[src/hdl/swg_pkg.sv]
// Shared types, mode codes and the half-sine coefficient table for the
// scaled waveform generator. No dependencies.
package swg_pkg;

    typedef logic [11:0] t_sample;
    typedef logic [1:0]  t_mode;
    typedef logic [4:0]  t_step;
    typedef logic [12:0] t_coef;

    localparam t_mode MODE_IDLE   = 2'd0;
    localparam t_mode MODE_SQUARE = 2'd1;
    localparam t_mode MODE_SAW    = 2'd2;
    localparam t_mode MODE_SINE   = 2'd3;

    localparam logic REQ_TICK  = 1'b0;
    localparam logic REQ_PRESS = 1'b1;

    function automatic t_coef sine_coef(input logic [3:0] idx);
        t_coef c;
        unique case (idx)
            4'd0:    c = 13'd0;
            4'd1:    c = 13'd799;
            4'd2:    c = 13'd1567;
            4'd3:    c = 13'd2275;
            4'd4:    c = 13'd2896;
            4'd5:    c = 13'd3405;
            4'd6:    c = 13'd3784;
            4'd7:    c = 13'd4017;
            4'd8:    c = 13'd4096;
            4'd9:    c = 13'd4017;
            4'd10:   c = 13'd3784;
            4'd11:   c = 13'd3405;
            4'd12:   c = 13'd2896;
            4'd13:   c = 13'd2275;
            4'd14:   c = 13'd1567;
            default: c = 13'd799;
        endcase
        return c;
    endfunction

endpackage

[src/hdl/swg_if.sv]
// Valid/ready channel interfaces for the waveform generator: request beats in,
// sample beats out. Depends on swg_pkg.
interface swg_req_if;
    import swg_pkg::*;
    logic    valid;
    logic    ready;
    logic    req_type;
    t_sample amplitude;

    modport source (output valid, output req_type, output amplitude, input ready);
    modport sink   (input valid, input req_type, input amplitude, output ready);
endinterface

interface swg_smp_if;
    import swg_pkg::*;
    logic    valid;
    logic    ready;
    t_sample dac_value;
    t_mode   active_mode;
    logic    period_start;

    modport source (output valid, output dac_value, output active_mode,
                    output period_start, input ready);
    modport sink   (input valid, input dac_value, input active_mode,
                    input period_start, output ready);
endinterface

[src/hdl/scaled_waveform_generator_unit.sv]
// Scaled waveform generator top level: mode state, step counter, sample
// arithmetic and output register. Depends on swg_pkg and swg_if.
//
// Usage:
//   i_req carries one beat per sample tick (req_type 0, with the 12-bit
//   amplitude) or per button press (req_type 1). A press advances the
//   requested mode 0-1-2-3-0 and gives no sample; the new mode starts at the
//   end of the running period. A tick in square, saw or sine mode gives one
//   beat on o_smp with the DAC value, the mode that made it and a flag for
//   step 0 of the period; a tick while idle gives nothing.
//   A request beat is held in the input register, then its sample in the
//   output register, which offers it on o_smp. Throughput: one beat per
//   cycle while o_smp is not stalled; the step counter, a 13x12 (sine) and
//   a 4x12 (saw) multiply and the mode update sit between the registers.
//   Reset (synchronous, i_rst_n low) empties both registers, sets the mode
//   to idle and the step to 0.
//   When the receiver stalls, the sample holds in the output register; a
//   press beat or a tick that gives no sample still drains, and a further
//   request beat is taken only once the input register can move on.
module scaled_waveform_generator_unit (
    input  logic  i_clk,
    input  logic  i_rst_n,
    swg_req_if.sink   i_req,
    swg_smp_if.source o_smp
);
    import swg_pkg::*;

    logic    r_in_valid;
    logic    r_req_type;
    t_sample r_amp;

    t_mode   r_cur_mode;
    t_mode   r_req_mode;
    t_step   r_step;

    logic    r_out_valid;
    t_sample r_dac;
    t_mode   r_out_mode;
    logic    r_out_start;

    t_mode          w_mode;
    t_step          w_step;
    t_step          w_step_inc;
    logic           w_period_end;
    logic           w_emit;
    logic           w_out_free;
    logic           w_adv;
    logic [15:0]    w_saw_prod;
    logic [24:0]    w_sine_prod;
    t_sample        w_sample;

    assign w_mode       = (r_cur_mode == MODE_IDLE) ? r_req_mode : r_cur_mode;
    assign w_step       = (r_cur_mode == MODE_IDLE) ? 5'd0 : r_step;
    assign w_step_inc   = w_step + 5'd1;
    assign w_period_end = (w_step_inc == 5'd0) ||
                          ((w_mode != MODE_SINE) && w_step_inc[4]);

    assign w_emit     = r_in_valid && (r_req_type == REQ_TICK) && (w_mode != MODE_IDLE);
    assign w_out_free = !r_out_valid || o_smp.ready;
    assign w_adv      = r_in_valid && (!w_emit || w_out_free);

    assign i_req.ready = !r_in_valid || w_adv;

    assign w_saw_prod  = 16'(w_step[3:0]) * 16'(r_amp);
    assign w_sine_prod = 25'(sine_coef(w_step[3:0])) * 25'(r_amp);

    always_comb begin
        case (w_mode)
            MODE_SQUARE: w_sample = w_step[3] ? 12'd0 : r_amp;
            MODE_SAW:    w_sample = w_saw_prod[15:4];
            MODE_SINE:   w_sample = w_step[4] ? 12'd0 : w_sine_prod[23:12];
            default:     w_sample = 12'd0;
        endcase
    end

    // input register
    always_ff @(posedge i_clk) begin
        if (!i_rst_n) begin
            r_in_valid <= 1'b0;
        end else if (i_req.ready) begin
            r_in_valid <= i_req.valid;
        end
        if (i_req.valid && i_req.ready) begin
            r_req_type <= i_req.req_type;
            r_amp      <= i_req.amplitude;
        end
    end

    // mode and step state
    always_ff @(posedge i_clk) begin
        if (!i_rst_n) begin
            r_cur_mode <= MODE_IDLE;
            r_req_mode <= MODE_IDLE;
            r_step     <= 5'd0;
        end else if (w_adv) begin
            if (r_req_type == REQ_PRESS) begin
                r_req_mode <= (r_req_mode == MODE_SINE) ? MODE_IDLE : r_req_mode + 2'd1;
            end else if (w_mode != MODE_IDLE) begin
                if (w_period_end) begin
                    r_step     <= 5'd0;
                    r_cur_mode <= r_req_mode;
                end else begin
                    r_step     <= w_step_inc;
                    r_cur_mode <= w_mode;
                end
            end
        end
    end

    // output register
    always_ff @(posedge i_clk) begin
        if (!i_rst_n) begin
            r_out_valid <= 1'b0;
        end else if (w_adv && w_emit) begin
            r_out_valid <= 1'b1;
        end else if (o_smp.ready) begin
            r_out_valid <= 1'b0;
        end
        if (w_adv && w_emit) begin
            r_dac       <= w_sample;
            r_out_mode  <= w_mode;
            r_out_start <= (w_step == 5'd0);
        end
    end

    assign o_smp.valid        = r_out_valid;
    assign o_smp.dac_value    = r_dac;
    assign o_smp.active_mode  = r_out_mode;
    assign o_smp.period_start = r_out_start;

    a_idle_step_zero: assert property (@(posedge i_clk) disable iff (!i_rst_n)
        (r_cur_mode == MODE_IDLE) |-> (r_step == 5'd0))
        else $error("step counter running while idle");

    a_short_period: assert property (@(posedge i_clk) disable iff (!i_rst_n)
        (r_cur_mode != MODE_SINE) |-> !r_step[4])
        else $error("step beyond a 16-step period");

    a_out_mode: assert property (@(posedge i_clk) disable iff (!i_rst_n)
        r_out_valid |-> (r_out_mode != MODE_IDLE))
        else $error("sample beat from idle mode");

    a_hold_input: assert property (@(posedge i_clk) disable iff (!i_rst_n)
        (r_in_valid && !w_adv) |=> (r_in_valid && $stable(r_amp) && $stable(r_req_type)))
        else $error("stalled request lost");

    a_no_overwrite: assert property (@(posedge i_clk) disable iff (!i_rst_n)
        (r_out_valid && !o_smp.ready) |=> (r_out_valid && $stable(r_dac)))
        else $error("pending sample overwritten");

endmodule
[src/flat_wrapper.sv]
// flat-port wrapper written by rule: the top's interface ports become plain ports
module scaled_waveform_generator_unit_flat import swg_pkg::*;
  (i_clk, i_rst_n, i_req_valid, i_req_req_type, i_req_amplitude, i_req_ready, o_smp_valid, o_smp_dac_value, o_smp_active_mode, o_smp_period_start, o_smp_ready);
  swg_req_if i_req_i ();
  swg_smp_if o_smp_i ();
  input  logic i_clk;
  input  logic i_rst_n;
  input wire logic [$bits(i_req_i.valid)-1:0] i_req_valid;
  input wire logic [$bits(i_req_i.req_type)-1:0] i_req_req_type;
  input wire logic [$bits(i_req_i.amplitude)-1:0] i_req_amplitude;
  output wire logic [$bits(i_req_i.ready)-1:0] i_req_ready;
  output wire logic [$bits(o_smp_i.valid)-1:0] o_smp_valid;
  output wire logic [$bits(o_smp_i.dac_value)-1:0] o_smp_dac_value;
  output wire logic [$bits(o_smp_i.active_mode)-1:0] o_smp_active_mode;
  output wire logic [$bits(o_smp_i.period_start)-1:0] o_smp_period_start;
  input wire logic [$bits(o_smp_i.ready)-1:0] o_smp_ready;
  assign i_req_i.valid = i_req_valid;
  assign i_req_i.req_type = i_req_req_type;
  assign i_req_i.amplitude = i_req_amplitude;
  assign i_req_ready = i_req_i.ready;
  assign o_smp_valid = o_smp_i.valid;
  assign o_smp_dac_value = o_smp_i.dac_value;
  assign o_smp_active_mode = o_smp_i.active_mode;
  assign o_smp_period_start = o_smp_i.period_start;
  assign o_smp_i.ready = o_smp_ready;
  scaled_waveform_generator_unit u_core (.i_clk(i_clk), .i_rst_n(i_rst_n), .i_req(i_req_i), .o_smp(o_smp_i));
endmodule
[config.mk]
export PLATFORM = sky130hd
export DESIGN_NAME = scaled_waveform_generator_unit_flat
export DESIGN_NICKNAME = d
export VERILOG_FILES = /design/src/hdl/swg_pkg.sv /design/src/hdl/swg_if.sv /design/src/hdl/scaled_waveform_generator_unit.sv /design/src/flat_wrapper.sv
export SDC_FILE = /design/constraint.sdc
export NUM_CORES = 1
export LEC_CHECK = 0
export BUFFER_PORTS_ARGS = -buffer_cell sky130_fd_sc_hd__clkbuf_2
export CORE_UTILIZATION = 30
export DETAILED_ROUTE_END_ITERATION = 8
export PLACE_DENSITY_LB_ADDON = 0.12
export SLEW_MARGIN = 0
export SYNTH_ARGS = -nofsm -noshare
export SYNTH_HDL_FRONTEND = slang
export SYNTH_SLANG_ARGS = --single-unit
export TNS_END_PERCENT = 20
[constraint.sdc]
create_clock -name i_clk -period 14.9 [get_ports i_clk]
set_clock_uncertainty 0.1 [all_clocks]
set_input_delay 2.98 -clock i_clk [delete_from_list [all_inputs] [get_ports i_clk]]
set_output_delay 2.98 -clock i_clk [all_outputs]
set_load 0.03 [all_outputs]
Yosys cells after proc, flatten, opt, wreduce, memory -nomap -nowiden
Memories as Yosys holds them, arrays and structs flattened.
Cells that the tools add are included.
{"block": "totals", "n_memories": 1, "wordCells": 51, "output_inout_bits": 17, "register_bits": 39, "rom_bits": 208}
{"block": "classes", "mul": 2, "reduce_logical": 20, "eq_ne": 5, "bitwise_logic": 1, "n_mux": 10, "add_sub_neg": 2}
{"name": "(no name shown)", "depth": 16, "width": 13, "rd": 1, "rd_ports_with_merged_regs": 0, "wr": 0, "line_no": "swg_pkg.sv:20", "text": "unique case (idx)"}
{"op": "one-hot mux 12 bit (3 select lines)", "n": 1}
{"op": "multiplier 13 x 12 -> 24 bit", "n": 1}
{"op": "two-way mux 12 bit", "n": 2}
{"op": "multiplier 4 x 12 -> 16 bit", "n": 1}
{"op": "zero test 5 bit", "n": 2}
{"op": "two-way mux 5 bit", "n": 2}
{"op": "equality test 2 bit (second input constant)", "n": 3}
{"op": "logical AND 1 bit", "n": 6}
{"op": "two-way mux 2 bit", "n": 3}
{"op": "adder 5 x 1 -> 5 bit (second input constant)", "n": 1}
{"op": "logical OR 1 bit", "n": 4}
{"op": "nonzero test 2 bit", "n": 2}
{"op": "zero test 1 bit", "n": 3}
{"op": "AND reduction 3 bit", "n": 1}
{"op": "adder 2 x 1 -> 2 bit (second input constant)", "n": 1}
{"op": "equality test 2 x 1 -> 1 bit (second input constant)", "n": 1}
{"op": "zero test 2 bit", "n": 1}
{"op": "two-way mux 1 bit", "n": 2}
{"op": "!= test 2 bit (second input constant)", "n": 1}
{"op": "AND reduction 2 bit", "n": 1}
{"op": "NOT 1 bit", "n": 1}

Depth between registers and ports, before layout
Gate-level depths: netlist (run 1).
{"block": "depth", "word_depth": 9, "ltp_mapped": 29, "depth_no_buf": 26}

Worst setup path after synthesis (run 1)
No wires, ideal clock.
{"block": "synth_timing", "kind": "flip-flop to flip-flop", "startpoint": "register u_core.r_cur_mode[1]", "endpoint": "register u_core.r_dac[11], in the netlist u_core.o_smp.dac_value[11], data pin", "synth_period_minus_slack_ns": 7.174, "stages_incl_launch_ff": 24, "required_time_ns": 14.528, "path_buffers": 2, "t_arrival_ns": 6.801, "slack_ns": 7.726, "setup_ns": 0.272, "path_cell_list": "dfxtp_1 -> o21a_1 -> buf_1 -> inv_1 -> ha_1 -> mux4_2 -> clkbuf_1 -> nand2_1 -> fa_1 -> fa_1 -> inv_1 -> fa_1 -> fa_1 -> inv_1 -> fa_1 -> inv_1 -> ha_1 -> a21o_1 -> a31o_2 -> o21a_1 -> o31ai_2 -> or3b_4 -> and4_4 -> or4_4"}
{"block": "synth_between", "elab_chain_cells": 6, "word_cells_on_any_way": 12, "classes_between": "mul (2); eq/ne (3); mux (5); reduce/logical (1); memory (1)"}
{"element": "start: declaration", "line_no": "scaled_waveform_generator_unit.sv:32", "text": "t_mode r_cur_mode;"}
{"element": "start signal: assignment", "line_no": "scaled_waveform_generator_unit.sv:101", "text": "r_cur_mode <= r_req_mode;"}
{"element": "start signal: assignment", "line_no": "scaled_waveform_generator_unit.sv:104", "text": "r_cur_mode <= w_mode;"}
{"element": "zero test 2 bit", "line_no": "scaled_waveform_generator_unit.sv:52, scaled_waveform_generator_unit.sv:53"}
{"element": "two-way mux 5 bit", "line_no": "scaled_waveform_generator_unit.sv:53", "text": "assign w_step = (r_cur_mode == MODE_IDLE) ? 5'd0 : r_step;"}
{"element": "memory read (16 x 13 bit)"}
{"element": "multiplier 13 x 12 -> 24 bit", "line_no": "scaled_waveform_generator_unit.sv:65", "text": "assign w_sine_prod = 25'(sine_coef(w_step[3:0])) * 25'(r_amp);"}
{"element": "two-way mux 12 bit", "line_no": "scaled_waveform_generator_unit.sv:71", "text": "MODE_SINE: w_sample = w_step[4] ? 12'd0 : w_sine_prod[23:12];"}
{"element": "one-hot mux 12 bit (3 select lines) (*)", "line_no": "scaled_waveform_generator_unit.sv:68", "text": "case (w_mode)"}
{"element": "named net u_core.w_sample[11]", "line_no": "scaled_waveform_generator_unit.sv:50", "text": "t_sample w_sample;"}
{"element": "end signal: assignment", "line_no": "scaled_waveform_generator_unit.sv:120", "text": "r_dac <= w_sample;"}
{"element": "end: declaration", "line_no": "scaled_waveform_generator_unit.sv:37", "text": "t_sample r_dac;"}
Mark *: on every way through the listed nets, which the timed path passes. The rest lies on a longest branch.
A chain may end at the register's enable or synchronous reset.

Worst setup path in the final report (run 1)
{"block": "layout_timing", "startpoint": "register u_core.r_cur_mode[0]", "endpoint": "register u_core.r_dac[11], in the netlist u_core.o_smp.dac_value[11], data pin"}
Same word-level chain as after synthesis.

==> flow_metrics.env, run 1 <==
export IMPL_finalSetupViolCount=0
export IMPL_synth_edf_count=28
export IMPL_utilization_pct=33.34
export IMPL_grtUsageTotal_pct=17.06
export IMPL_ys_types=71
export IMPL_grt_pass1_vias=6712
export IMPL_grt_max_degree=21
export IMPL_ioPinCount=34
export IMPL_syn2layout_area_growth_pct=8.416
export IMPL_cts_htree_levels=2
export IMPL_arrival_ns=8.16
export IMPL_antenna_left=0
export IMPL_p_leak_nw=4.462
export IMPL_critical_path_max_stage_delay_ns=0.56
export IMPL_path_buf_inv=5
export IMPL_post_cts_resized=0
export IMPL_critPathMaxFanout=19
export IMPL_worst_pin_slew_ns=1.030
export IMPL_fmax_mhz=121.5
export IMPL_place_inst=1304
export IMPL_die_y_um=168.4
export IMPL_syn_nets=1184
export IMPL_finalHoldViolCount=0
export IMPL_cp_top_family="adder cells"
export IMPL_power_w=0.0002539
export IMPL_synthArstFlopShare_pct=0
export IMPL_grt_pass1_wl_um=37400
export IMPL_cp_data_required_time_ns=14.83
export IMPL_p_switching_w=0.00006716
export IMPL_antenna_found_initial=0
export IMPL_synth_top_flop_cell="edfxtp_1"
export IMPL_die_w_um=168.4
export IMPL_die_area_mm2=0.02837
export IMPL_cts_hold_buf=0
export IMPL_yosys_top_cells_area="fa_1, ha_1, edfxtp_1"
export IMPL_setup_tns_ns=0
export IMPL_synth_area_leader_cell="fa_1"
export IMPL_path_clk_slew_ns=0.06
export IMPL_hold_class="flip-flop to flip-flop"
export IMPL_gp_congestion=0.7915
export IMPL_nNetsFinal=1200
export IMPL_drv_slew=0
export IMPL_num_vias=6367
export IMPL_swShare_pct=26.45
export IMPL_synth_area_per_cell_um2=8.711
export IMPL_p_int_w=0.0001868
export IMPL_rsz0062_at_grt="false"
export IMPL_cap_violations=0
export IMPL_dp_slack_ns=6.637
export IMPL_cts_root_buf="clkbuf_16"
export IMPL_yosys_area_top_type_share_pct=30.59
export IMPL_port_buffers=33
export IMPL_numCtsBuffers=5
export IMPL_gr_total_overflow=0
export IMPL_rows=60
export IMPL_peakVddDrop_v=0.00004660
export IMPL_power_frac_seq_pct=49.1
export IMPL_wl_um=22980
export IMPL_period_needed_ns=8.232
export IMPL_cts_buffer_depth=2
export IMPL_slew_headroom_pct=31.37
export IMPL_outcome="finished clean"
export IMPL_start_util_pct=30.75
export IMPL_p_clk_share_pct=43.1
export IMPL_cp_end_kind="flip-flop"
export IMPL_via_per_inst=4.853
export IMPL_finalCritPeriodShare_pct=55.25
export IMPL_clock_latency_ns=0.29
export IMPL_wl_per_cell_um=17.51
export IMPL_netlist_instances=954
export IMPL_p_comb_share_pct=7.8
export IMPL_ys_warnings_count=0
export IMPL_drc=0
export IMPL_coreArea_mm2=0.02703
export IMPL_power_density_mw_per_mm2=28.18
export IMPL_slowest_stage="or2_1"
export IMPL_critical_path_class="flip-flop to flip-flop"
export IMPL_stdcell_count=1312
export IMPL_crit_path_start_kind="flip-flop"
export IMPL_drt_pre_antenna_iters=4
export IMPL_synth_seq_cells=39
export IMPL_antennaDiodeCount=0
export IMPL_final_layout_size_suffix_gt1_share_pct=8.445
export IMPL_drt_initial_drc_count=255
export IMPL_cts_tree="done"
export IMPL_fin_ws_ns=6.668
export IMPL_dp_hpwl_um=17570
export IMPL_cts_setup_buffers=0
export IMPL_synth_seq_area_share_pct=12.77
export IMPL_cp_cell_sequence="or2_1, and2_1, inv_1, ha_1, nor3_1, nor2_1, and2_1, fa_1, inv_1, fa_1, inv_1, fa_1, fa_1, inv_1, fa_1, inv_1, ha_1, a21o_1, a31o_2, o31ai_2, or3b_4, and4_4, or4_4"
export IMPL_numClockSinks=39
export IMPL_netlist_area_mm2=0.008310
## worst min-delay path, delay by kind of cell, from the launching register on
kind	cells	cell delay, ns
AOI/OAI and AO/OA	1	0.06
DFF	1	0.31
and+or+nand+nor	1	0.06
## cells in the mapped netlist, types with 4 or more instances
library cell  instances
inv_1               178
a22oi_1              10
o21ai_0              21
nand2b_1              4
edfxtp_1             28
o221ai_1              4
xor2_1                9
nand3_1               8
ha_1                 86
a21o_1               11
and3_1               16
o211ai_1              6
fa_1                127
xnor2_1              14
a21oi_1              24
nor2b_1               8
nor3_1               10
o21a_1               10
a31oi_1               6
clkbuf_1             30
nand4_1               5
dfxtp_1              11
o21bai_1              4
nor2_1               24
and2_1               55
buf_2                 4
buf_1                 7
nand2_1             170
a21boi_0              4
## per-stage QoR
stage               area [µm²]  hold WS [ns]
finish                    9010        0.3828
global route              9010        0.4167
CTS                       9010        0.3932
detailed placement        8867        0.3842
global placement          8867        0.3867
floorplan                 8310        0.3606
## logic make-up (layout without fill, tap and decap cells)
family	after synthesis	count (layout)	share of synthesized area (%)
simple gates	320	320	18.73
xor+xnor	25	25	3.026
mux	5	5	0.9033
compound gates	128	128	10.63
flops	39	39	12.77
fa+ha+maj	213	213	43.54
buf+inv	224	241	10.40
## area by class of cell
class	count	area, µm²
Fill cell	2919	18020
Timing Repair Buffer	54	322.8
Clock inverter	3	17.52
Tap cell	341	426.7
Clock buffer	5	125.1
Inverter	179	671.9
Sequential cell	39	1061
Multi-Input combinational cell	691	6385
## flip-flops by register name, summed over array words and instances, names as in the netlist
name / flops
u_core.o_smp.dac_value: 12
u_core.r_amp: 12
u_core.r_step: 5
u_core.o_smp.active_mode: 2
u_core.r_cur_mode: 2
u_core.r_req_mode: 2
u_core.o_smp.period_start: 1
u_core.o_smp.valid: 1
u_core.r_in_valid: 1
u_core.r_req_type: 1
## path summary, 6_finish.rpt
path / start / to / slack (ns) / depth (start not counted)
setup / recovery: u_core.r_cur_mode[0] / u_core.o_smp.dac_value[11] / 6.67 / 23
hold / removal: u_core.r_in_valid / u_core.r_req_mode[1] / 0.38 / 2
setup reg to reg: u_core.r_cur_mode[0] / u_core.o_smp.dac_value[11] / 6.67 / 23
hold reg to reg: u_core.r_in_valid / u_core.r_req_mode[1] / 0.38 / 2
## power by group through the flow
stage | Combinational [W] | Clock (W) | Sequential (W)
after global placement | 0.0000201 | 0 | 0.000127
after global routing | 0.0000214 | 0.000116 | 0.000125
final | 0.0000199 | 0.000109 | 0.000125
after detailed placement | 0.0000200 | 0 | 0.000127
after floorplan | 0.0000106 | 0 | 0.000123
after CTS | 0.0000201 | 0.000113 | 0.000125
## placed cells by master (no fill, tap or decap), types with 3 or more instances in the layout
master	Yosys	routed
a211oi_1	3	3
a21boi_0	4	4
a21o_1	11	11
a21oi_1	24	24
a22oi_1	10	10
a31oi_1	6	6
and2_1	55	55
and3_1	16	16
buf_4	3	21
clkbuf_16	0	5
clkbuf_2	0	33
dfxtp_1	11	11
edfxtp_1	28	28
fa_1	127	127
ha_1	86	86
inv_1	178	178
mux2i_1	3	3
nand2_1	170	170
nand2b_1	4	4
nand3_1	8	8
nand4_1	5	5
nor2_1	24	24
nor2b_1	8	8
nor3_1	10	10
o211ai_1	6	6
o21a_1	10	10
o21ai_0	21	21
o21bai_1	4	4
o221ai_1	4	4
o22ai_1	3	3
or3_1	3	3
xnor2_1	14	14
xor2_1	9	9
## metal layers
layer  GRT usage (%)  vias to the layer above  part of all wire [%]
li1                -                     3066                     -
met1           23.94                     3162                    48
met2           28.41                      113                    47
met3          0.7757                       26                   2.9
met4           5.059                        0                   2.4
met5               0                        -                     0
(Power assumes the default switching activity.)
==> run 2: changes to the inputs <==
==> constraint.sdc (replaced) <==
create_clock -name i_clk -period 7.4 [get_ports i_clk]
set_clock_uncertainty 0.1 [all_clocks]
set_input_delay 1.48 -clock i_clk [delete_from_list [all_inputs] [get_ports i_clk]]
set_output_delay 1.48 -clock i_clk [all_outputs]
set_load 0.03 [all_outputs]
==> run 2 against run 1 <==
Combinational power increased by 50%. Worst setup slack got worse by 6.4 ns. Sequential power grew 110%. Clock power rose by 140%. Wire length up 3.4%. Die area did not move. Final area is 2.5% higher. Register-to-register slack worse by 6.4 ns. Sequential cell count unchanged. Clock-buffer cell count stayed put.
==> flow_metrics.env, run 2 (same netlist as run 1, synthesis figures left out) <==
export IMPL_cp_end_kind="flip-flop"
export IMPL_grt_pass1_wl_um=38630
export IMPL_rows=60
export IMPL_wl_um=23760
export IMPL_finalInstanceArea_mm2=0.009238
export IMPL_numCtsBuffers=5
export IMPL_rsz0062_at_grt="false"
export IMPL_fmax_mhz=140.8
export IMPL_clock_latency_ns=0.29
export IMPL_setup_tns_ns=0
export IMPL_dp_hpwl_um=18880
export IMPL_p_int_w=0.0004121
export IMPL_worst_pin_slew_ns=1.044
export IMPL_wl_per_cell_um=17.81
export IMPL_critical_path_max_stage_delay_ns=0.57
export IMPL_cp_data_required_time_ns=7.34
export IMPL_p_comb_share_pct=5.4
export IMPL_via_per_inst=4.816
export IMPL_cts_tree="done"
export IMPL_port_buffers=33
export IMPL_grtUsageTotal_pct=17.81
export IMPL_arrival_ns=7.04
export IMPL_cts_buffer_depth=2
export IMPL_start_util_pct=30.75
export IMPL_drt_initial_drc_count=201
export IMPL_gp_congestion=0.8008
export IMPL_cts_htree_levels=2
export IMPL_numClockSinks=39
export IMPL_finalSetupViolCount=0
export IMPL_ioPinCount=34
export IMPL_nFillCells=2886
export IMPL_drc=0
export IMPL_dpl_cell_area_mm2=0.008987
export IMPL_p_switching_w=0.0001387
export IMPL_critPathMaxFanout=6
export IMPL_mostFrequentLayoutCells="inv_1, nand2_1, fa_1, ha_1, and2_1"
export IMPL_nNetsFinal=1219
export IMPL_cts_root_buf="clkbuf_16"
export IMPL_die_area_mm2=0.02837
export IMPL_cp_top_family="adder cells"
export IMPL_critical_path_class="flip-flop to flip-flop"
export IMPL_hold_class="flip-flop to flip-flop"
export IMPL_finalCritPeriodShare_pct=95.98
export IMPL_coreArea_mm2=0.02703
export IMPL_finalHoldViolCount=0
export IMPL_slowest_stage="mux4_2"
export IMPL_outcome="finished clean"
export IMPL_path_clk_slew_ns=0.07
export IMPL_cts_hold_buf=0
export IMPL_final_common_cell="inv_1"
export IMPL_path_common_cell="fa_1"
export IMPL_power_frac_seq_pct=47.6
export IMPL_power_density_mw_per_mm2=59.63
export IMPL_peakVddDrop_v=0.00009321
export IMPL_p_clk_share_pct=47.0
export IMPL_crit_path_start_kind="flip-flop"
export IMPL_swShare_pct=25.18
export IMPL_p_leak_nw=4.577
export IMPL_cp_cell_sequence="buf_4, o21a_1, inv_1, ha_1, mux4_2, buf_4, and2_1, fa_1, fa_1, fa_1, fa_1, inv_1, fa_1, inv_1, ha_1, buf_4, a31o_2, o21a_1, o31ai_4, or3b_4, and4_4, or4_4"
export IMPL_antenna_left=0
export IMPL_num_vias=6424
export IMPL_grt_pass1_vias=6697
export IMPL_grt_max_degree=19
export IMPL_die_w_um=168.4
export IMPL_gr_total_overflow=0
export IMPL_period_needed_ns=7.102
export IMPL_final_layout_size_suffix_gt1_share_pct=10.81
export IMPL_antenna_found_initial=0
export IMPL_drt_pre_antenna_iters=4
export IMPL_cap_violations=0
export IMPL_path_buf_inv=6
export IMPL_syn2layout_area_growth_pct=11.16
export IMPL_die_y_um=168.4
export IMPL_slew_headroom_pct=30.41
export IMPL_drv_slew=0
run 2: layout make-up:
type	count	area [µm²]	share of cell area (%)
Antenna cell	3	7.507	0.08127
Clock buffer	5	125.1	1.354
Clock inverter	3	47.55	0.5147
Inverter	179	671.9	7.273
Multi-Input combinational cell	691	6416	69.46
Sequential cell	39	1061	11.49
Tap cell	341	426.7	4.619
Timing Repair Buffer	73	481.7	5.215
run 2: worst min-delay path, delay by kind of cell, from the launching register on:
family / cells / cell delay [ns]
DFF: 1 / 0.32
AOI/OAI and AO/OA: 1 / 0.07
and+or+nand+nor: 1 / 0.06
run 2: what timing repair did:
item,CTS,global route
buffers inserted,0,3
hold endpoints to repair,0,0
resized for setup,0,11
endpoints found under the setup margin,0,3
run 2: power groups by stage:
| stage | Sequential [W] | Combinational (W) | Clock (W) |
|---|---|---|---|
| 2_1_floorplan | 0.000248 | 0.0000214 | 0 |
| 3_5_place_dp | 0.000267 | 0.0000301 | 0 |
| 5_1_grt | 0.000263 | 0.0000329 | 0.000272 |
| 6_report | 0.000262 | 0.0000298 | 0.000259 |
| 3_3_place_gp | 0.000267 | 0.0000308 | 0 |
| 4_1_cts | 0.000262 | 0.0000303 | 0.000265 |
run 2: metrics by stage:
stage | hold slack [ns] | power, W | cells | utilization [%] | setup WS [ns]
4_1_cts | 0.3962 | 0.0005578 | 1328 | 33.89 | 0.09882
5_1_grt | 0.4275 | 0.0005675 | 1331 | 34.15 | 0.03821
3_5_place_dp | 0.3877 | 0.0002971 | 1320 | 33.25 | 0.1106
3_3_place_gp | 0.3901 | 0.0002976 | 1320 | 33.25 | 0.1815
2_1_floorplan | 0.3606 | 0.0002699 | 954 | - | 0.2263
6_report | 0.3927 | 0.0005508 | 1334 | 34.18 | 0.2976
run 2: path summary, 6_finish.rpt:
path                                      startpoint                         end  slack, ns  cells after the start
worst max-delay path            u_core.r_cur_mode[1]  u_core.o_smp.dac_value[11]       0.30                     22
worst min-delay path               u_core.r_in_valid        u_core.r_req_mode[1]       0.39                      2
worst max register to register  u_core.r_cur_mode[1]  u_core.o_smp.dac_value[11]       0.30                     22
worst min register to register     u_core.r_in_valid        u_core.r_req_mode[1]       0.39                      2
run 2: layer usage:
layer | vias to the layer above | share of wire, % | GRT usage [%]
met5 | - | 0 | 0
met1 | 3233 | 49 | 24.86
met2 | 62 | 48 | 30.65
met3 | 17 | 1.3 | 0.6817
met4 | 0 | 1.3 | 3.715
li1 | 3112 | - | -
